<file path="src/sv/rc5_pkg.sv">
// Shared types, constants and helper functions for the five-digit radix converter.
// Holds the sequencer microcode table; used by every module of the block.
package rc5_pkg;

    localparam int DIGITS   = 5;
    localparam int SYM_W    = 8;
    localparam int RADIX_W  = 5;
    localparam int DIGIT_W  = 4;
    localparam int VALUE_W  = 20;

    // Working width of the value: whole bytes, never narrower than the reported value.
    localparam int RW_MIN   = ((DIGIT_W * DIGITS + 7) / 8) * 8;
    localparam int RW       = (RW_MIN < 24) ? 24 : RW_MIN;
    localparam int CHUNKS   = RW / 8;
    localparam int CNT_W    = (DIGITS > 1) ? $clog2(DIGITS) : 1;
    localparam int CHK_W    = (CHUNKS > 1) ? $clog2(CHUNKS) : 1;

    localparam logic [SYM_W-1:0] CH_0 = 8'h30;
    localparam logic [SYM_W-1:0] CH_9 = 8'h39;
    localparam logic [SYM_W-1:0] CH_A = 8'h41;
    localparam logic [SYM_W-1:0] CH_F = 8'h46;

    localparam logic [RADIX_W-1:0] RADIX_MIN = 5'd2;
    localparam logic [RADIX_W-1:0] RADIX_MAX = 5'd16;
    localparam logic [RADIX_W-1:0] SRC_RESET = 5'd16;
    localparam logic [RADIX_W-1:0] TGT_RESET = 5'd10;
    localparam logic [4:0]         BAD_DIGIT = 5'd16;

    // Register indexes of the configuration port; register i sits at byte address 4*i.
    typedef enum logic {
        REG_SOURCE = 1'b0,
        REG_TARGET = 1'b1
    } reg_index_t;

    typedef logic [DIGITS-1:0][SYM_W-1:0] sym_vec_t;
    typedef logic [2:0] step_t;

    // Datapath operation selected by the current control word.
    typedef enum logic [2:0] {
        OP_NOP   = 3'd0,
        OP_LOAD  = 3'd1,
        OP_MAC   = 3'd2,
        OP_PREP  = 3'd3,
        OP_DIV   = 3'd4,
        OP_DIGIT = 3'd5,
        OP_OUT   = 3'd6
    } op_t;

    // Jump condition; when it holds the sequencer jumps, else it steps on.
    typedef enum logic [2:0] {
        C_NEVER       = 3'd0,
        C_ALWAYS      = 3'd1,
        C_IN_IDLE     = 3'd2,
        C_MORE_DIGITS = 3'd3,
        C_MORE_CHUNKS = 3'd4,
        C_OUT_FREE    = 3'd5
    } cond_t;

    typedef struct packed {
        op_t   op;
        cond_t cond;
        step_t target;
    } ctrl_word_t;

    typedef struct packed {
        logic in_valid;
        logic digit_last;
        logic chunk_last;
        logic out_free;
    } dp_status_t;

    localparam step_t ST_WAIT  = 3'd0;
    localparam step_t ST_ACC   = 3'd1;
    localparam step_t ST_PREP  = 3'd2;
    localparam step_t ST_DIV   = 3'd3;
    localparam step_t ST_DIGIT = 3'd4;
    localparam step_t ST_OUT   = 3'd5;
    localparam step_t ST_RETRY = 3'd6;

    // Microcode table, one control word per step.
    function automatic ctrl_word_t ucode(step_t s);
        ctrl_word_t cw;
        case (s)
            ST_WAIT:  cw = '{op: OP_LOAD,  cond: C_IN_IDLE,     target: ST_WAIT};
            ST_ACC:   cw = '{op: OP_MAC,   cond: C_MORE_DIGITS, target: ST_ACC};
            ST_PREP:  cw = '{op: OP_PREP,  cond: C_NEVER,       target: ST_WAIT};
            ST_DIV:   cw = '{op: OP_DIV,   cond: C_MORE_CHUNKS, target: ST_DIV};
            ST_DIGIT: cw = '{op: OP_DIGIT, cond: C_MORE_DIGITS, target: ST_DIV};
            ST_OUT:   cw = '{op: OP_OUT,   cond: C_OUT_FREE,    target: ST_WAIT};
            ST_RETRY: cw = '{op: OP_NOP,   cond: C_ALWAYS,      target: ST_OUT};
            default:  cw = '{op: OP_NOP,   cond: C_ALWAYS,      target: ST_WAIT};
        endcase
        return cw;
    endfunction

    function automatic logic [RADIX_W-1:0] clamp_radix(logic [RADIX_W-1:0] r);
        logic [RADIX_W-1:0] v;
        if (r < RADIX_MIN)
            v = RADIX_MIN;
        else if (r > RADIX_MAX)
            v = RADIX_MAX;
        else
            v = r;
        return v;
    endfunction

    // Digit value of an ASCII symbol, or BAD_DIGIT for anything outside 0-9/A-F.
    function automatic logic [4:0] symbol_value(logic [SYM_W-1:0] ch);
        logic [4:0] v;
        case (ch) inside
            [CH_0:CH_9]: v = 5'(ch - CH_0);
            [CH_A:CH_F]: v = 5'(ch - CH_A) + 5'd10;
            default:     v = BAD_DIGIT;
        endcase
        return v;
    endfunction

    function automatic logic [SYM_W-1:0] value_symbol(logic [DIGIT_W-1:0] d);
        logic [SYM_W-1:0] c;
        if (d <= 4'd9)
            c = CH_0 + 8'(d);
        else
            c = CH_A + 8'(d) - 8'd10;
        return c;
    endfunction

endpackage

</file>
<file path="src/sv/rc5_sequencer.sv">
// Microcode sequencer: step counter, control table lookup and conditional jumps.
// Depends on rc5_pkg for the control word, status struct and microcode table.
module rc5_sequencer (
    input  logic                clk,
    input  logic                rst_n,
    input  rc5_pkg::dp_status_t status,
    output rc5_pkg::op_t        op
);
    import rc5_pkg::*;

    step_t      step_reg;
    step_t      step_next;
    ctrl_word_t cw;
    logic       take;

    always_comb
    begin
        cw = ucode(step_reg);
        case (cw.cond)
            C_NEVER:       take = 1'b0;
            C_ALWAYS:      take = 1'b1;
            C_IN_IDLE:     take = !status.in_valid;
            C_MORE_DIGITS: take = !status.digit_last;
            C_MORE_CHUNKS: take = !status.chunk_last;
            C_OUT_FREE:    take = status.out_free;
            default:       take = 1'b0;
        endcase
        step_next = take ? cw.target : step_reg + 3'd1;
    end

    assign op = cw.op;

    always_ff @(posedge clk or negedge rst_n)
    begin
        if (!rst_n)
            step_reg <= ST_WAIT;
        else
            step_reg <= step_next;
    end

endmodule

</file>
<file path="src/sv/rc5_datapath.sv">
// Datapath of the radix converter: digit load, multiply-accumulate, byte-wide
// long division by the target radix, and the output register. Uses rc5_pkg.
module rc5_datapath (
    input  logic                          clk,
    input  logic                          rst_n,
    input  rc5_pkg::op_t                  op,
    input  logic [rc5_pkg::RADIX_W-1:0]   source_radix,
    input  logic [rc5_pkg::RADIX_W-1:0]   target_radix,
    input  logic                          in_valid,
    input  rc5_pkg::sym_vec_t             sym_in,
    input  logic                          out_stall,
    output rc5_pkg::dp_status_t           status,
    output logic                          out_valid,
    output rc5_pkg::sym_vec_t             sym_out,
    output logic [rc5_pkg::VALUE_W-1:0]   value_out,
    output logic                          bad_out,
    output logic                          ovf_out
);
    import rc5_pkg::*;

    logic [DIGIT_W-1:0] dig_reg  [DIGITS];
    logic [DIGIT_W-1:0] odig_reg [DIGITS];
    logic               bad_reg;
    logic [RW-1:0]      acc_reg;
    logic [RW-1:0]      rest_reg;
    logic [DIGIT_W-1:0] rem_reg;
    logic [CNT_W-1:0]   cnt_reg;
    logic [CHK_W-1:0]   chk_reg;

    logic               out_valid_reg;
    sym_vec_t           osym_reg;
    logic [VALUE_W-1:0] obin_reg;
    logic               obad_reg;
    logic               oovf_reg;

    logic [RADIX_W-1:0] sr;
    logic [RADIX_W-1:0] tr;
    logic               digit_last;
    logic               chunk_last;
    logic               out_free;
    logic               load;
    logic [RW+RADIX_W-1:0] prod;
    logic [RW-1:0]      acc_next;
    logic [7:0]         quo_bits;
    logic [DIGIT_W-1:0] rem_next;
    logic [4:0]         dval [DIGITS];
    logic               any_bad;

    assign sr         = clamp_radix(source_radix);
    assign tr         = clamp_radix(target_radix);
    assign digit_last = (cnt_reg == CNT_W'(DIGITS - 1));
    assign chunk_last = (chk_reg == CHK_W'(CHUNKS - 1));
    assign out_free   = !out_valid_reg || !out_stall;
    assign load       = (op == OP_LOAD) && in_valid;

    assign status = '{in_valid: in_valid, digit_last: digit_last,
                      chunk_last: chunk_last, out_free: out_free};

    always_comb
    begin
        any_bad = 1'b0;
        for (int k = 0; k < DIGITS; k++)
        begin
            dval[k] = symbol_value(sym_in[k]);
            any_bad = any_bad | dval[k][4];
        end
    end

    always_comb
    begin
        prod     = acc_reg * sr;
        acc_next = prod[RW-1:0] + RW'(dig_reg[0]);
    end

    // Eight restoring division steps on the top byte of the running quotient.
    always_comb
    begin
        logic [DIGIT_W-1:0] r;
        logic [4:0]         t;
        r        = rem_reg;
        quo_bits = '0;
        for (int b = 7; b >= 0; b--)
        begin
            t = {r, rest_reg[RW-8+b]};
            if (t >= tr)
            begin
                quo_bits[b] = 1'b1;
                r           = DIGIT_W'(t - tr);
            end
            else
            begin
                r = t[DIGIT_W-1:0];
            end
        end
        rem_next = r;
    end

    always_ff @(posedge clk or negedge rst_n)
    begin
        if (!rst_n)
        begin
            cnt_reg <= '0;
            chk_reg <= '0;
        end
        else
        begin
            if (op == OP_MAC || op == OP_DIGIT)
                cnt_reg <= digit_last ? '0 : cnt_reg + 1'b1;
            if (op == OP_DIV)
                chk_reg <= chunk_last ? '0 : chk_reg + 1'b1;
        end
    end

    always_ff @(posedge clk)
    begin
        if (load)
        begin
            for (int k = 0; k < DIGITS; k++)
                dig_reg[k] <= dval[k][DIGIT_W-1:0];
            bad_reg <= any_bad;
            acc_reg <= '0;
        end
        if (op == OP_MAC)
        begin
            acc_reg <= acc_next;
            for (int k = 0; k < DIGITS - 1; k++)
                dig_reg[k] <= dig_reg[k+1];
            dig_reg[DIGITS-1] <= '0;
        end
        if (op == OP_PREP)
        begin
            rest_reg <= acc_reg;
            rem_reg  <= '0;
        end
        if (op == OP_DIV)
        begin
            rest_reg <= {rest_reg[RW-9:0], quo_bits};
            rem_reg  <= rem_next;
        end
        if (op == OP_DIGIT)
        begin
            odig_reg[0] <= rem_reg;
            for (int k = 1; k < DIGITS; k++)
                odig_reg[k] <= odig_reg[k-1];
            rem_reg <= '0;
        end
    end

    always_ff @(posedge clk or negedge rst_n)
    begin
        if (!rst_n)
            out_valid_reg <= 1'b0;
        else if (op == OP_OUT && out_free)
            out_valid_reg <= 1'b1;
        else if (!out_stall)
            out_valid_reg <= 1'b0;
    end

    always_ff @(posedge clk)
    begin
        if (op == OP_OUT && out_free)
        begin
            for (int k = 0; k < DIGITS; k++)
                osym_reg[k] <= bad_reg ? CH_0 : value_symbol(odig_reg[k]);
            obin_reg <= bad_reg ? '0 : acc_reg[VALUE_W-1:0];
            obad_reg <= bad_reg;
            oovf_reg <= !bad_reg && (rest_reg != '0);
        end
    end

    assign out_valid = out_valid_reg;
    assign sym_out   = osym_reg;
    assign value_out = obin_reg;
    assign bad_out   = obad_reg;
    assign ovf_out   = oovf_reg;

    a_bad_clears: assert property (@(posedge clk) disable iff (!rst_n)
        (out_valid_reg && obad_reg) |-> (obin_reg == '0 && !oovf_reg))
        else $error("bad symbol result carries a value or overflow");

    a_counters_idle: assert property (@(posedge clk) disable iff (!rst_n)
        (op == OP_LOAD) |-> (cnt_reg == '0 && chk_reg == '0))
        else $error("digit or chunk counter not at zero between requests");

    a_load_to_mac: assert property (@(posedge clk) disable iff (!rst_n)
        load |=> (op == OP_MAC))
        else $error("accepted request not followed by accumulation");

    for (genvar g = 0; g < DIGITS; g++)
    begin : g_sym_chk
        a_sym_hex: assert property (@(posedge clk) disable iff (!rst_n)
            out_valid_reg |-> ((osym_reg[g] >= CH_0 && osym_reg[g] <= CH_9) ||
                               (osym_reg[g] >= CH_A && osym_reg[g] <= CH_F)))
            else $error("output symbol outside 0-9/A-F");
    end

endmodule

</file>
<file path="src/sv/radix_converter_5digit.sv">
// Top level of the five-digit radix converter: APB register file, sequencer
// and datapath. Depends on rc5_pkg, rc5_sequencer and rc5_datapath.
//
// Usage: a request carries five ASCII symbols on in_sym_0 (most significant)
// through in_sym_4 and is taken at a rising edge with in_valid high and
// in_stall low. The block reads them in source_radix, builds the binary
// value, and writes it out again as five ASCII symbols in target_radix.
// One result follows every request, taken when out_valid is high and
// out_stall is low. A symbol outside 0-9/A-F sets bad_symbol and forces all
// output symbols to '0' with a zero value; a value that needs more than five
// target digits sets overflow and keeps the low five digits.
// Sequence: after the request is taken, the program runs five
// multiply-accumulate steps, one setup step, then four steps per output
// digit (three byte-wide division steps and one digit store), then the
// output load. A new request can be taken in the cycle after the result is
// loaded; no request is taken while the previous one is being converted.
// The result register frees the sequencer: the next request is accepted
// while a result still waits. If a new result is ready while the old
// one stalls, the sequencer loops on output and retry steps until it drains.
// Reset sets source_radix to 16 and target_radix to 10 and returns the
// sequencer to its wait step with no result pending.
module radix_converter_5digit (
    input  logic        clk,
    input  logic        rst_n,
    input  logic        psel,
    input  logic        penable,
    input  logic        pwrite,
    input  logic [2:0]  paddr,
    input  logic [31:0] pwdata,
    output logic [31:0] prdata,
    output logic        pready,
    input  logic        in_valid,
    output logic        in_stall,
    input  logic [7:0]  in_sym_0,
    input  logic [7:0]  in_sym_1,
    input  logic [7:0]  in_sym_2,
    input  logic [7:0]  in_sym_3,
    input  logic [7:0]  in_sym_4,
    output logic        out_valid,
    input  logic        out_stall,
    output logic [7:0]  out_sym_0,
    output logic [7:0]  out_sym_1,
    output logic [7:0]  out_sym_2,
    output logic [7:0]  out_sym_3,
    output logic [7:0]  out_sym_4,
    output logic [19:0] binary_value,
    output logic        bad_symbol,
    output logic        overflow
);
    import rc5_pkg::*;

    logic [RADIX_W-1:0] src_radix_reg;
    logic [RADIX_W-1:0] tgt_radix_reg;
    logic               cfg_write;
    op_t                op;
    dp_status_t         status;
    sym_vec_t           sym_in;
    sym_vec_t           sym_out;

    // The register file: index in bit 2 of the byte address.
    assign pready    = 1'b1;
    assign cfg_write = psel && penable && pwrite && pready;

    always_ff @(posedge clk or negedge rst_n)
    begin
        if (!rst_n)
        begin
            src_radix_reg <= SRC_RESET;
            tgt_radix_reg <= TGT_RESET;
        end
        else if (cfg_write)
        begin
            case (paddr[2])
                REG_SOURCE: src_radix_reg <= pwdata[RADIX_W-1:0];
                REG_TARGET: tgt_radix_reg <= pwdata[RADIX_W-1:0];
                default:    ;
            endcase
        end
    end

    always_comb
    begin
        case (paddr[2])
            REG_SOURCE: prdata = {{(32-RADIX_W){1'b0}}, src_radix_reg};
            REG_TARGET: prdata = {{(32-RADIX_W){1'b0}}, tgt_radix_reg};
            default:    prdata = '0;
        endcase
    end

    // Requests are only taken in the wait step of the program.
    assign in_stall = (op != OP_LOAD);

    assign sym_in[0] = in_sym_0;
    assign sym_in[1] = in_sym_1;
    assign sym_in[2] = in_sym_2;
    assign sym_in[3] = in_sym_3;
    assign sym_in[4] = in_sym_4;

    rc5_sequencer u_seq (
        .clk    (clk),
        .rst_n  (rst_n),
        .status (status),
        .op     (op)
    );

    rc5_datapath u_dp (
        .clk          (clk),
        .rst_n        (rst_n),
        .op           (op),
        .source_radix (src_radix_reg),
        .target_radix (tgt_radix_reg),
        .in_valid     (in_valid),
        .sym_in       (sym_in),
        .out_stall    (out_stall),
        .status       (status),
        .out_valid    (out_valid),
        .sym_out      (sym_out),
        .value_out    (binary_value),
        .bad_out      (bad_symbol),
        .ovf_out      (overflow)
    );

    assign out_sym_0 = sym_out[0];
    assign out_sym_1 = sym_out[1];
    assign out_sym_2 = sym_out[2];
    assign out_sym_3 = sym_out[3];
    assign out_sym_4 = sym_out[4];

endmodule
</file>
<file path="config.mk">
export PLATFORM = sky130hd
export DESIGN_NAME = radix_converter_5digit
export DESIGN_NICKNAME = d
export VERILOG_FILES = /design/src/sv/rc5_pkg.sv /design/src/sv/rc5_sequencer.sv /design/src/sv/rc5_datapath.sv /design/src/sv/radix_converter_5digit.sv
export SDC_FILE = /design/constraint.sdc
export NUM_CORES = 1
export LEC_CHECK = 0
export BUFFER_PORTS_ARGS = -buffer_cell sky130_fd_sc_hd__clkbuf_2
export CAP_MARGIN = 20
export CORE_MARGIN = 10
export CORE_UTILIZATION = 35
export CTS_CLUSTER_DIAMETER = 200
export DETAILED_ROUTE_END_ITERATION = 16
export SLEW_MARGIN = 20
export SYNTH_ARGS = -nofsm -noshare
export SYNTH_HDL_FRONTEND = slang
export SYNTH_HIERARCHICAL = 1
export SYNTH_SLANG_ARGS = --single-unit
</file>
<file path="constraint.sdc">
create_clock -name clk -period 15.4 [get_ports clk]
set_clock_uncertainty 0.05 [all_clocks]
set_input_delay 1.54 -clock clk [delete_from_list [all_inputs] [get_ports clk]]
set_output_delay 1.54 -clock clk [all_outputs]
set_load 0.05 [all_outputs]
</file>
* Yosys cells after proc, flatten, opt, wreduce, memory -nomap -nowiden
Memories as Yosys holds them, arrays and structs flattened. Index checks and enable logic that the tools add are counted.
Cells by class: $add $sub $neg 42, multiply operators 1, divide/modulo/power cells 0, magnitude comparators 37, equality and inequality tests 21, shift-type cells 0, mux-type cells 60, bitwise logic cells 10, reductions and logical operators 29
Operators by type and width (count):
- $mux 24 | 4
- $mux 5 | 14
- $pmux 32 s2 | 1
- $pmux 9 s7 | 1
- $mux 4 | 15
- $add 7x4->8 const A | 5
- $ge 5x5->1 | 8
- $ge 8x6->1 const B | 5
- $ge 8x7->1 const B | 5
- $le 8x6->1 const B | 5
- $le 8x7->1 const B | 5
- $mux 8 | 5
- $sub 8x4->8 const B | 5
- $add 6x4->7 const A | 5
- $sub 4x4->4 | 8
- $eq 3x3->1 const B | 9
- $add 5x4->5 const B | 5
- $sub 5x1->5 const B | 5
- $sub 5x5->5 const B | 5
- $add 24x4->24 | 1
- $mul 24x5->24 | 1
- $reduce_bool 24->1 | 1
- $le 4x4->1 const B | 5
- $eq 3x2->1 const B | 6
- 20 further kinds | 71
Word-level totals: bits in registers 134, bits in latches 0, bits in writable memories 40, memory bits (read-only) 0, output and inout bits 97, memories 2
Memories:
- u_dp.dig_reg | depth 5, bits a word 4, read ports 5, clocked after memory_dff 0, write ports 5, line rc5_datapath.sv:21 | logic [DIGIT_W-1:0] dig_reg [DIGITS];
- u_dp.odig_reg | depth 5, bits a word 4, read ports 5, clocked after memory_dff 0, write ports 5, line rc5_datapath.sv:22 | logic [DIGIT_W-1:0] odig_reg [DIGITS];

* Depth between registers and ports, before layout
Gate-level depths: netlist of the first run.
depth after elaboration 20, depth in mapped cells 51, mapped depth without buffers 51

* Hierarchy
Netlist of the first run, hierarchy kept.
Modules (own cells, without submodules):
- rc5_datapath | instances 1, cells an instance 1282, area an instance 12648.4 um^2, sequential area each 4614.4 um^2
- radix_converter_5digit | instances 1, cells an instance 59, area an instance 696.9 um^2, sequential area each 254.0 um^2
- rc5_sequencer | instances 1, cells an instance 58, area an instance 516.7 um^2, sequential area each 75.1 um^2

* Worst setup path before layout of the first run
Ideal clock, no wire load.
kind register -> register, from reg tgt_radix_reg[3], to reg u_dp.rem_reg[2], library setup time 0.114 ns, data arrival time 10.825 ns, data required time 15.236 ns, slack 4.411 ns, cell stages (with the launch flop) 44, buffers on the path 0, period minus slack after synthesis 10.989 ns, cell sequence dfstp_2 -> nor2_1 -> o21ai_0 -> ha_1 -> a21o_1 -> a21oi_1 -> or4b_2 -> nand3_1 -> ha_1 -> a21o_1 -> a21o_1 -> a21o_1 -> a21oi_2 -> mux2_2 -> ha_1 -> a21o_1 -> a31o_2 -> mux2_2 -> [... 8 more ...] -> a21oi_1 -> or2_2 -> ha_1 -> a21o_1 -> a21oi_1 -> o21ai_1 -> mux2_2 -> ha_1 -> nand2_1 -> o21ai_1 -> mux2_2 -> inv_1 -> ha_1 -> a21o_1 -> a21oi_1 -> o21ai_1 -> a32o_1 -> a21o_1
Between the ends: cells in the longest elaborated chain, start to end 20, elaborated cells on any way between the ends 29
Ends and longest elaborated chain:
- from (decl) | line radix_converter_5digit.sv:53 | logic [RADIX_W-1:0] tgt_radix_reg;
- from (signal assigned) | line radix_converter_5digit.sv:75 | REG_TARGET: tgt_radix_reg <= pwdata[RADIX_W-1:0];
- $gt 5x5->1 | line rc5_pkg.sv:100 | else if (r > RADIX_MAX)
- $mux 5 | line rc5_pkg.sv:100
- $mux 5 * | line rc5_pkg.sv:98 | if (r < RADIX_MIN)
- $sub 4x4->4 / $ge 5x5->1 (equally long branches) | line rc5_datapath.sv:88, rc5_datapath.sv:85
- $mux 4 | line rc5_datapath.sv:85 | if (t >= tr)
- $sub 4x4->4 / $ge 5x5->1 (equally long branches) | line rc5_datapath.sv:88, rc5_datapath.sv:85
- $mux 4 | line rc5_datapath.sv:85
- $sub 4x4->4 / $ge 5x5->1 (equally long branches) | line rc5_datapath.sv:88, rc5_datapath.sv:85
- [... 4 more ...]
- $mux 4 | line rc5_datapath.sv:85
- $sub 4x4->4 / $ge 5x5->1 (equally long branches) | line rc5_datapath.sv:88, rc5_datapath.sv:85
- $mux 4 | line rc5_datapath.sv:85
- $ge 5x5->1 / $sub 4x4->4 (equally long branches) | line rc5_datapath.sv:85, rc5_datapath.sv:88
- $mux 4 | line rc5_datapath.sv:85
- $sub 4x4->4 / $ge 5x5->1 (equally long branches) | line rc5_datapath.sv:88, rc5_datapath.sv:85
- $mux 4 * | line rc5_datapath.sv:85
- $mux 4 * | line rc5_datapath.sv:135 | if (op == OP_DIV)
- to (signal assigned) | line rc5_datapath.sv:138 | rem_reg <= rem_next;
- to (decl) | line rc5_datapath.sv:26 | logic [DIGIT_W-1:0] rem_reg;
Mark *: on every way between the ends. The rest lies on a longest branch, timed or not. A chain may end at the register's enable or synchronous reset.

* Worst setup path in the final report of the first run
from reg tgt_radix_reg[4], to reg u_dp.rest_reg[0] (data pin)
Between the ends: cells in the longest elaborated chain, start to end 20, elaborated cells on any way between the ends 28
Ends and longest elaborated chain:
- $gt 5x5->1 | line rc5_pkg.sv:100
- $mux 5 | line rc5_pkg.sv:100
- $mux 5 * | line rc5_pkg.sv:98
- $sub 4x4->4 / $ge 5x5->1 (equally long branches) | line rc5_datapath.sv:88, rc5_datapath.sv:85
- $mux 4 | line rc5_datapath.sv:85
- $sub 4x4->4 / $ge 5x5->1 (equally long branches) | line rc5_datapath.sv:88, rc5_datapath.sv:85
- $mux 4 | line rc5_datapath.sv:85
- $sub 4x4->4 / $ge 5x5->1 (equally long branches) | line rc5_datapath.sv:88, rc5_datapath.sv:85
- [... 4 more ...]
- $mux 4 | line rc5_datapath.sv:85
- $sub 4x4->4 / $ge 5x5->1 (equally long branches) | line rc5_datapath.sv:88, rc5_datapath.sv:85
- $mux 4 | line rc5_datapath.sv:85
- $sub 4x4->4 / $ge 5x5->1 (equally long branches) | line rc5_datapath.sv:88, rc5_datapath.sv:85
- $mux 4 | line rc5_datapath.sv:85
- $ge 5x5->1 * | line rc5_datapath.sv:85
- $mux 1 * | line rc5_datapath.sv:85
- $mux 24 * | line rc5_datapath.sv:135
- to (signal assigned) | line rc5_datapath.sv:132 | rest_reg <= acc_reg;
- to (signal assigned) | line rc5_datapath.sv:137 | rest_reg <= {rest_reg[RW-9:0], quo_bits};
- to (decl) | line rc5_datapath.sv:25 | logic [RW-1:0] rest_reg;
Marks and branches as above.

==> metrics.md, run 1 <==
| Metric | Value |
|---|---|
| Status | `finished clean` |
| Antenna Cells | `0` |
| Most frequent cells in the layout | `nand2_1 (182), edfxtp_1 (146), inv_1 (120), ha_1 (118), clkbuf_2 (116)` |
| Adder-cell area share of the yosys netlist | `20.8%` |
| Layout cells sized above 1 | `14.6%` |
| Die Footprint | `0.0480 mm2` |
| First-pass GRT wire length | `52800 um` |
| Post-route core utilization | `39.8%` |
| HP Class | `flip-flop to flip-flop` |
| Detail Route Antenna Nets | `0` |
| Gpl congestion | `0.835` |
| Max_cap viols | `0` |
| Fin crit share | `81.3%` |
| Clock Sinks | `169` |
| Seq/Total Area, Yosys | `35.7%` |
| Port bufs | `116` |
| Async set or reset register ratio after synthesis | `11.2%` |
| Mux cell area share after synthesis | `2.64%` |
| Slew @ Worst Pin | `1.11 ns` |
| Layout area overhead | `11.7%` |
| Area after DPL | `0.0148 mm2` |
| Initial Utilization | `35.6%` |
| Post-Synth Simple-Gate Area | `17.8%` |
| CP max stage delay | `0.67 ns` |
| Core area | `0.0389 mm2` |
| Vias | `10101` |
| Gr usage total | `13.5%` |
| Via/cell ratio | `4.98` |
| Pins Over Slew Limit | `0` |
| Minimum clock period | `12.53 ns` |
| Clock-pin slew on the worst setup and hold paths | `0.07 ns` |
| Arr. time, crit path | `12.67 ns` |
| Combinational family with the most area after synthesis | `adder cells` |
| Critical path peak fanout | `12` |
| Final Net Count | `1768` |
| Post-synth EDFFs | `146` |
| H-tree levels | `4` |
| Yosys warns | `6` |
| Row Count | `72` |
| Overflow left after global routing | `0` |
| Initial antenna violation count | `1` |
| Mapped Cells | `1399` |
| RSZ-0062 raised after global routing | `false` |
| Largest register FFs | `35` |
| Average size of a mapped cell | `9.91 um2` |
| Routed wire length | `32000 um` |
| Commonest non-fill, non-tap cell in the layout | `nand2_1` |
| CP Capture Type | `flip-flop` |
| DRT Pass-1 Iters | `5` |
| Root buf cell | `clkbuf_16` |
| Clock latency reported for the late side of the worst-skew pair | `0.44 ns` |
| Yosys top cell area share | `31.6%` |
| Cts bufs inserted | `17` |
| Final worst slack | `2.87 ns` |
| Final HPWL DP | `24300 um` |
| Number of synthesized register bits | `169` |
| Peak Freq | `79.8 MHz` |
| Critical Path Most Common Cell | `ha_1` |
| Post-CTS sizing | `0` |
| Vias in the first global route | `10517` |
| Number of library cell types mapped by synthesis | `87` |
| Post-synth top area cell | `edfxtp_1` |
| Setup Crit Path Kind | `flip-flop to flip-flop` |
| Top cells by area, synth | `edfxtp_1 (32%), ha_1 (11%), fa_1 (10%)` |
| Worst path buffer plus inverter count | `3` |
| CTS tree | `built` |
| Post-synthesis xor/xnor area fraction | `3.60%` |
| Pre-CTS WS | `2.83 ns` |
| Routed len/inst | `15.8 um` |
| Fin area | `0.0155 mm2` |
| Hold bufs inserted after CTS | `0` |
| Relative slew slack | `26.1%` |
| # setup viols final | `0` |
| Die Width | `219 um` |
| CP Launch Type | `flip-flop` |
| DR DRC count | `0` |
| Io pins | `179` |
| WP data required | `15.54 ns` |
| Initial drt markers | `560` |
| DIE HEIGHT | `219 um` |
| Postcts setup bufs | `0` |
| Synth Area in Compound Gates | `12.9%` |
| Largest net degree at the start of global routing | `58` |
| TNS Setup | `0 ns` |
| Fillers | `3886` |
| Clock buffer depth | `2` |
| Most used DFF post-synth | `edfxtp_1` |
| Critical path's top delay family | `compound AO/OA/AOI/OAI gates` |
| Mapped Area | `0.0139 mm2` |
| Hold violation count in the final report | `0` |
| CP max-delay cell | `a31oi_1` |
path summary, 6_finish.rpt:
check	start	slack, ns	cells past startpoint	to
max in group asynchronous	rst_n	13.92	1	tgt_radix_reg[3]
min	u_dp/cnt_reg[2]	0.44	1	u_dp/cnt_reg[2]
max reg2reg	tgt_radix_reg[4]	2.87	45	u_dp/rest_reg[0]
min in group asynchronous	rst_n	1.01	1	tgt_radix_reg[4]
max	tgt_radix_reg[4]	2.87	45	u_dp/rest_reg[0]
min reg2reg	u_dp/cnt_reg[2]	0.44	1	u_dp/cnt_reg[2]
cells in the mapped netlist, drive strengths merged, types with 14 or more instances:
library cell and n:
a21o 38, ha 118, nor2b 33, a21oi 69
clkbuf 25, xnor2 43, nor3 16, xor2 14
o21ai 47, fa 70, buf 48, nand2 182
o31ai 27, dfrtp 16, nand3 26, edfxtp 146
mux2 25, nor2 107, inv 121, nand2b 15
and2 60
logic make-up after synthesis:
logic type                 after synthesis
adders and majority gates              188
and+or+nand+nor                        498
DFF                                    169
buffers and inverters                  194
other                                    3
muxes                                   33
xor gates and xnor gates                57
AOI/OAI and AO/OA                      257
metal layers:
| layer | wire, um | GRT usage (%) | vias to the layer above |
|---|---|---|---|
| li1 | - | - | 4994 |
| met1 | 14700 | 17.3 | 4852 |
| met2 | 15200 | 22.5 | 220 |
| met3 | 1710 | 3.27 | 33 |
| met4 | 372 | 3.65 | 2 |
| met5 | 20 | 0 | - |
metrics by stage:
| stage | hold slack, ns | cells |
|---|---|---|
| after global placement | 0.420 | 1996 |
| after detailed placement | 0.432 | 1996 |
| after global routing | 0.474 | 2029 |
| after floorplan | 0.374 | 1429 |
| final | 0.440 | 2029 |
| after CTS | 0.437 | 2028 |
cell type report:
cell class | instances | area (um2) | area share, %
timing repair buffer | 123 | 641 | 4.14
inverter | 121 | 454 | 2.93
clock inverter | 14 | 203 | 1.31
tap | 518 | 648 | 4.19
multi-input combinational | 1066 | 8160 | 52.7
clock buffer | 18 | 429 | 2.77
sequential | 169 | 4940 | 31.9
Power of run 1 is left out: the tool's default activity adds up to more than one toggle a clock period on the data nets, which glitch-free logic cannot reach.
==> run 2, diff against run 1 <==
==> constraint.sdc (replaced) <==
create_clock -name clk -period 12 [get_ports clk]
set_clock_uncertainty 0.05 [all_clocks]
set_input_delay 1.2 -clock clk [delete_from_list [all_inputs] [get_ports clk]]
set_output_delay 1.2 -clock clk [all_outputs]
set_load 0.05 [all_outputs]
==> run 2 against run 1 <==
Compared with the run above:
- sequential share of layout area about the same
- global-route usage about the same
- cell count up 0.39%
- non-clock buffer count up 8
- critical path type unchanged
- largest cell class unchanged
==> metrics.md, run 2 (same netlist as run 1, synthesis figures left out) <==
| Metric | Value |
|---|---|
| Clock Sinks | `169 (unchanged)` |
| RSZ-0062 raised after global routing | `false` |
| Setup Crit Path Kind | `flip-flop to flip-flop` |
| Gr usage total | `13.5% (-0.047 points)` |
| Postcts setup bufs | `0 (unchanged)` |
| Via/cell ratio | `4.96 (-0.30%)` |
| Minimum clock period | `11.01 ns (-1.51 ns)` |
| Final Net Count | `1776 (+0.45%)` |
| DRT Pass-1 Iters | `7 (+2)` |
| Relative slew slack | `26.5% (+0.41 points)` |
| Fin crit share | `91.8% (+10 points)` |
| Hold bufs inserted after CTS | `0 (unchanged)` |
| DR DRC count | `0 (unchanged)` |
| Overflow left after global routing | `0 (unchanged)` |
| Core area | `0.0389 mm2 (unchanged)` |
| Slew @ Worst Pin | `1.10 ns (-0.00608 ns)` |
| Cts bufs inserted | `17 (unchanged)` |
| Final HPWL DP | `24500 um (+0.60%)` |
| Initial antenna violation count | `1 (unchanged)` |
| Antenna Cells | `0 (unchanged)` |
| Vias in the first global route | `10289 (-2.2%)` |
| CTS tree | `built` |
| CP max-delay cell | `or4b_2` |
| Most frequent cells in the layout | `nand2_1 (182), edfxtp_1 (146), inv_1 (120), ha_1 (118), clkbuf_2 (116)` |
| Clock buffer depth | `2 (unchanged)` |
| Arr. time, crit path | `11.15 ns (-1.52 ns)` |
| Die Footprint | `0.0480 mm2 (unchanged)` |
| Commonest non-fill, non-tap cell in the layout | `nand2_1` |
| Gpl congestion | `0.847 (+1.4%)` |
| # setup viols final | `0 (unchanged)` |
| Die Width | `219 um (unchanged)` |
| CP Capture Type | `flip-flop` |
| Initial Utilization | `35.6% (unchanged)` |
| CP Launch Type | `flip-flop` |
| Row Count | `72 (unchanged)` |
| Initial drt markers | `558 (-0.36%)` |
| Clock-pin slew on the worst setup and hold paths | `0.07 ns (about the same)` |
| Vias | `10110 (+0.089%)` |
| Largest register FFs | `35 (unchanged)` |
| WP data required | `12.14 ns (-3.40 ns)` |
| Layout cells sized above 1 | `15.1% (+0.52 points)` |
| Clock latency reported for the late side of the worst-skew pair | `0.44 ns (about the same)` |
| Pins Over Slew Limit | `0 (unchanged)` |
| Detail Route Antenna Nets | `0 (unchanged)` |
| Root buf cell | `clkbuf_16` |
| HP Class | `flip-flop to flip-flop` |
| Io pins | `179 (unchanged)` |
| Max_cap viols | `0 (unchanged)` |
| DIE HEIGHT | `219 um (unchanged)` |
| Post-CTS sizing | `0 (unchanged)` |
| TNS Setup | `0 ns (unchanged)` |
| Critical path peak fanout | `7 (-5)` |
| Largest net degree at the start of global routing | `58 (unchanged)` |
| Port bufs | `116 (unchanged)` |
| Fillers | `3885 (-0.026%)` |
| Peak Freq | `90.8 MHz (+14%)` |
| H-tree levels | `4 (unchanged)` |
| Status | `finished clean` |
| First-pass GRT wire length | `52800 um (about the same)` |
| Critical Path Most Common Cell | `ha_1` |
| Routed wire length | `31900 um (-0.30%)` |
| Hold violation count in the final report | `0 (unchanged)` |
| CP max stage delay | `0.63 ns (-0.04 ns)` |
| Layout area overhead | `11.8% (about the same)` |
| Routed len/inst | `15.7 um (-0.69%)` |
## run 2: cell count changes in the layout (fill, tap and decap cells not counted), sizes merged
cell / before / now
buf: 7 / 15
bufinv: 3 / 1
clkbuf: 134 / 133
clkinv: 2 / 5
clkinvlp: 1 / 2
inv: 129 / 128
## run 2: layer usage
metal | global-route usage, % | wire length, um | part of all wire (%)
met5 | 0 | 20 | 0.063
met4 | 2.87 | 327 | 1.0
met3 | 2.89 | 1640 | 5.1
met2 | 22.8 | 15200 | 48
met1 | 17.4 | 14800 | 46
## run 2: worst paths after layout
path	from	to	slack, ns	cells past startpoint
min reg2reg	u_dp/cnt_reg[2]	u_dp/cnt_reg[2]	0.45	1
max reg2reg	tgt_radix_reg[2]	u_dp/rest_reg[0]	0.99	44
min in group asynchronous	rst_n	tgt_radix_reg[2]	0.67	1
min	u_dp/cnt_reg[2]	u_dp/cnt_reg[2]	0.45	1
max in group asynchronous	rst_n	tgt_radix_reg[3]	10.87	1
max	tgt_radix_reg[2]	u_dp/rest_reg[0]	0.99	44
## run 2: through the flow
| stage | instances | hold slack (ns) | setup slack, ns | util [%] | cell area (um2) |
|---|---|---|---|---|---|
| detailed placement | 2005 | 0.433 | 0.929 | 38.3 | 14900 |
| finish | 2037 | 0.445 | 0.988 | 39.8 | 15500 |
| global placement | 2005 | 0.420 | 1.10 | 38.3 | 14900 |
| CTS | 2037 | 0.442 | 0.864 | 39.8 | 15500 |
| floorplan | 1429 | 0.374 | 1.01 | - | 14000 |
| global route | 2037 | 0.485 | 0.0589 | 39.8 | 15500 |
## run 2: worst max-delay path, delay by kind of cell (launching register included)
kind | cells | cell delay, ns
compound gates | 23 | 4.87
fa+ha+maj | 8 | 2.47
mux | 2 | 0.76
flops | 1 | 0.42
buf+inv | 2 | 0.14
simple gates | 9 | 2.06
## run 2: final cells by class
| cell class | instances | area [um2] | share of cell area, % |
|---|---|---|---|
| sequential | 169 | 4940 | 31.9 |
| inverter | 121 | 454 | 2.93 |
| tap | 518 | 648 | 4.18 |
| clock buffer | 17 | 425 | 2.75 |
| clock inverter | 15 | 156 | 1.01 |
| multi-input combinational | 1066 | 8170 | 52.7 |
| timing repair buffer | 131 | 693 | 4.47 |
Power of run 2 is left out for the same reason.
==> run 3, diff against run 2 <==
--- a/config.mk
+++ b/config.mk
@@ -9,10 +9,10 @@
 export CAP_MARGIN = 20
 export CORE_MARGIN = 10
 export CORE_UTILIZATION = 35
-export CTS_CLUSTER_DIAMETER = 200
+export CTS_CLUSTER_DIAMETER = 50
 export DETAILED_ROUTE_END_ITERATION = 16
 export SLEW_MARGIN = 20
 export SYNTH_ARGS = -nofsm -noshare
 export SYNTH_HDL_FRONTEND = slang
-export SYNTH_HIERARCHICAL = 1
 export SYNTH_SLANG_ARGS = --single-unit
+export TNS_END_PERCENT = 20
==> run 3 against run 2 <==
Compared with the run above:
- clock-buffer cell count did not move
- core utilization rose by 0.30 points
- critical path depth rose by 6
- synthesized cell count fell by 2.6%
- sequential share of layout area rose by 0.66 points
- via count fell by 1.3%
- fmax fell by 1.9%
- setup slack got worse by 0.21 ns
- wire length fell by 0.64%
- synthesized area fell by 2.9%
- hold slack improved by 0.025 ns
- cell count fell by 1.7%
==> metrics.md, run 3 <==
| Metric | Value |
|---|---|
| DRT Pass-1 Iters | `6 (-1)` |
| Vias | `9980 (-1.3%)` |
| Peak Freq | `89.1 MHz (-1.9%)` |
| Core area | `0.0378 mm2 (-2.8%)` |
| Post-synthesis xor/xnor area fraction | `2.41% (-1.2 points)` |
| Slew @ Worst Pin | `1.07 ns (-0.0364 ns)` |
| Number of synthesized register bits | `169 (unchanged)` |
| H-tree levels | `4 (unchanged)` |
| Most frequent cell after synthesis | `nand2_1` |
| Critical Path Most Common Cell | `ha_1` |
| Initial Utilization | `35.6% (-0.051 points)` |
| CP Capture Type | `flip-flop` |
| Yosys warns | `0 (-6)` |
| Arr. time, crit path | `11.50 ns (+0.35 ns)` |
| Routed wire length | `31700 um (-0.64%)` |
| DIE HEIGHT | `216 um (-1.3%)` |
| CP Launch Type | `flip-flop` |
| Fillers | `3754 (-3.4%)` |
| Vias in the first global route | `10400 (+1.1%)` |
| Cts bufs inserted | `17 (unchanged)` |
| Largest net degree at the start of global routing | `58 (unchanged)` |
| # setup viols final | `0 (unchanged)` |
| Max_cap viols | `0 (unchanged)` |
| Clock latency reported for the late side of the worst-skew pair | `0.44 ns (about the same)` |
| CP max stage delay | `0.42 ns (-0.21 ns)` |
| HP Start | `u_dp.chk_reg[1]` |
| Clock Sinks | `169 (unchanged)` |
| Port bufs | `116 (unchanged)` |
| Mapped Area | `0.0135 mm2 (-2.9%)` |
| Adder-cell area share of the yosys netlist | `21.8% (+1.1 points)` |
| Final hold slack | `0.470 ns (+0.0248 ns)` |
| Post-Synth Simple-Gate Area | `16.9% (-0.87 points)` |
| Mapped Cells | `1363 (-2.6%)` |
| Status | `finished clean` |
| Yosys top cell area share | `32.6% (+0.94 points)` |
| Pins Over Slew Limit | `0 (unchanged)` |
| Post-synth top area cell | `edfxtp_1` |
| Most frequent cells in the layout | `nand2_1 (170), edfxtp_1 (146), inv_1 (124), ha_1 (123), clkbuf_2 (116)` |
| WP data required | `12.27 ns (+0.13 ns)` |
| Top cells by area, synth | `edfxtp_1 (33%), ha_1 (11%), fa_1 (10%)` |
| Reg2reg start | `tgt_radix_reg[2]` |
| Overflow left after global routing | `0 (unchanged)` |
| Average size of a mapped cell | `9.88 um2 (-0.33%)` |
| Layout cells sized above 1 | `14.0% (-1.2 points)` |
| Initial drt markers | `589 (+5.6%)` |
| Via/cell ratio | `4.99 (+0.44%)` |
| Synth Area in Compound Gates | `12.8% (-0.14 points)` |
| Initial antenna violation count | `0 (-1)` |
| DR DRC count | `0 (unchanged)` |
| Async set or reset register ratio after synthesis | `11.2% (unchanged)` |
| Post-synth EDFFs | `146 (unchanged)` |
| HP Class | `flip-flop to flip-flop` |
| Seq/Total Area, Yosys | `36.7% (+1.1 points)` |
| CP max-delay cell | `dfrtp_1` |
| Minimum clock period | `11.23 ns (+0.213 ns)` |
| Detail Route Antenna Nets | `0 (unchanged)` |
| Layout area overhead | `12.7%` |
| Postcts setup bufs | `0 (unchanged)` |
| First-pass GRT wire length | `52900 um (+0.24%)` |
| Row Count | `71 (-1.4%)` |
| Critical path origin | `tgt_radix_reg[2]` |
| Setup Crit Path Kind | `flip-flop to flip-flop` |
| Relative slew slack | `28.7% (+2.2 points)` |
| Synth cell count leaders | `nand2_1 (170), edfxtp_1 (146), inv_1 (124), ha_1 (123), nor2_1 (110)` |
| Combinational family with the most area after synthesis | `adder cells` |
| Final HPWL DP | `24100 um (-1.6%)` |
| Number of library cell types mapped by synthesis | `74 (-15%)` |
| Io pins | `179 (unchanged)` |
| Clock buffer depth | `2 (unchanged)` |
| CTS tree | `built` |
| Clock-pin slew on the worst setup and hold paths | `0.07 ns (about the same)` |
| Die Footprint | `0.0467 mm2 (-2.6%)` |
| Gr usage total | `13.6% (+0.099 points)` |
| Routed len/inst | `15.8 um (+1.1%)` |
| Hold violation count in the final report | `0 (unchanged)` |
| Root buf cell | `clkbuf_16` |
| Largest register FFs | `35 (unchanged)` |
| Mux cell area share after synthesis | `2.96% (+0.32 points)` |
| Final Net Count | `1752 (-1.4%)` |
| Commonest non-fill, non-tap cell in the layout | `nand2_1` |
| Fin crit share | `93.5% (+1.8 points)` |
| Die Width | `216 um (-1.3%)` |
| Most used DFF post-synth | `edfxtp_1` |
| Gpl congestion | `0.821 (-3.1%)` |
| Critical path peak fanout | `11 (+4)` |
[run 3: changes by cell type after synthesis, sizes merged, moves of 7 or more]
cell   change
a21o      -13
buf        -7
mux2i      +7
nand2     -12
o21a       +8
o21ai      +8
o31ai      -9
xnor2     -14
[run 3: area by class of cell]
class | count | area, um2 | share of cell area [%]
Tap cell | 511 | 639 | 4.21
Clock buffer | 17 | 425 | 2.80
Inverter | 124 | 465 | 3.07
Timing Repair Buffer | 132 | 701 | 4.62
Clock inverter | 15 | 173 | 1.14
Antenna cell | 1 | 2.50 | 0.0165
Sequential cell | 169 | 4940 | 32.6
Multi-Input combinational cell | 1033 | 7830 | 51.6
[run 3: through the flow]
step	cell area [um2]	utilization, %	instances	worst slack (ns)	setup TNS, ns
finish	15200	40.1	2002	0.775	0
global route	15200	40.1	2001	-0.0114	-0.0171
CTS	15200	40.1	2001	0.463	0
detailed placement	14600	38.5	1969	0.517	0
global placement	14600	38.5	1969	0.675	0
floorplan	13600	-	1394	0.685	0
[run 3: what timing repair did]
item                       CTS  global route
setup endpoints to repair    0             5
gates resized for setup      0             5
hold buffers                 0             0
[run 3: final timing paths]
check                                   endpoint  slack [ns]  cells past startpoint
worst min-delay path             u_dp.chk_reg[1]        0.47                      1
worst min register to register   u_dp.chk_reg[1]        0.47                      1
max in group asynchronous       src_radix_reg[4]       10.89                      1
worst max-delay path             u_dp.rem_reg[3]        0.77                     50
worst max register to register   u_dp.rem_reg[3]        0.77                     50
min in group asynchronous       src_radix_reg[0]        0.66                      1
[run 3: worst max-delay path, delay by kind of cell, from the launching register on]
| kind | cells | cell delay, ns |
|---|---|---|
| mux | 3 | 1.01 |
| compound gates | 25 | 5.45 |
| fa+ha+maj | 8 | 2.50 |
| simple gates | 9 | 1.05 |
| buf+inv | 5 | 0.59 |
| flops | 1 | 0.42 |
[run 3: cells by family (layout without fill, tap and decap cells)]
group,Yosys count,in the layout
compound gates,257,257
xor+xnor,37,37
fa+ha+maj,193,193
buf+inv,192,288
flops,169,169
mux,37,37
other cells,2,34
simple gates,476,476
[run 3: routing by layer]
layer	vias up	GRT usage (%)	wire length (um)
li1	4910	-	-
met1	4872	17.2	14500
met2	176	23.8	15800
met3	22	2.48	1130
met4	0	2.56	277
met5	-	0	0
Power of run 3 is left out for the same reason.
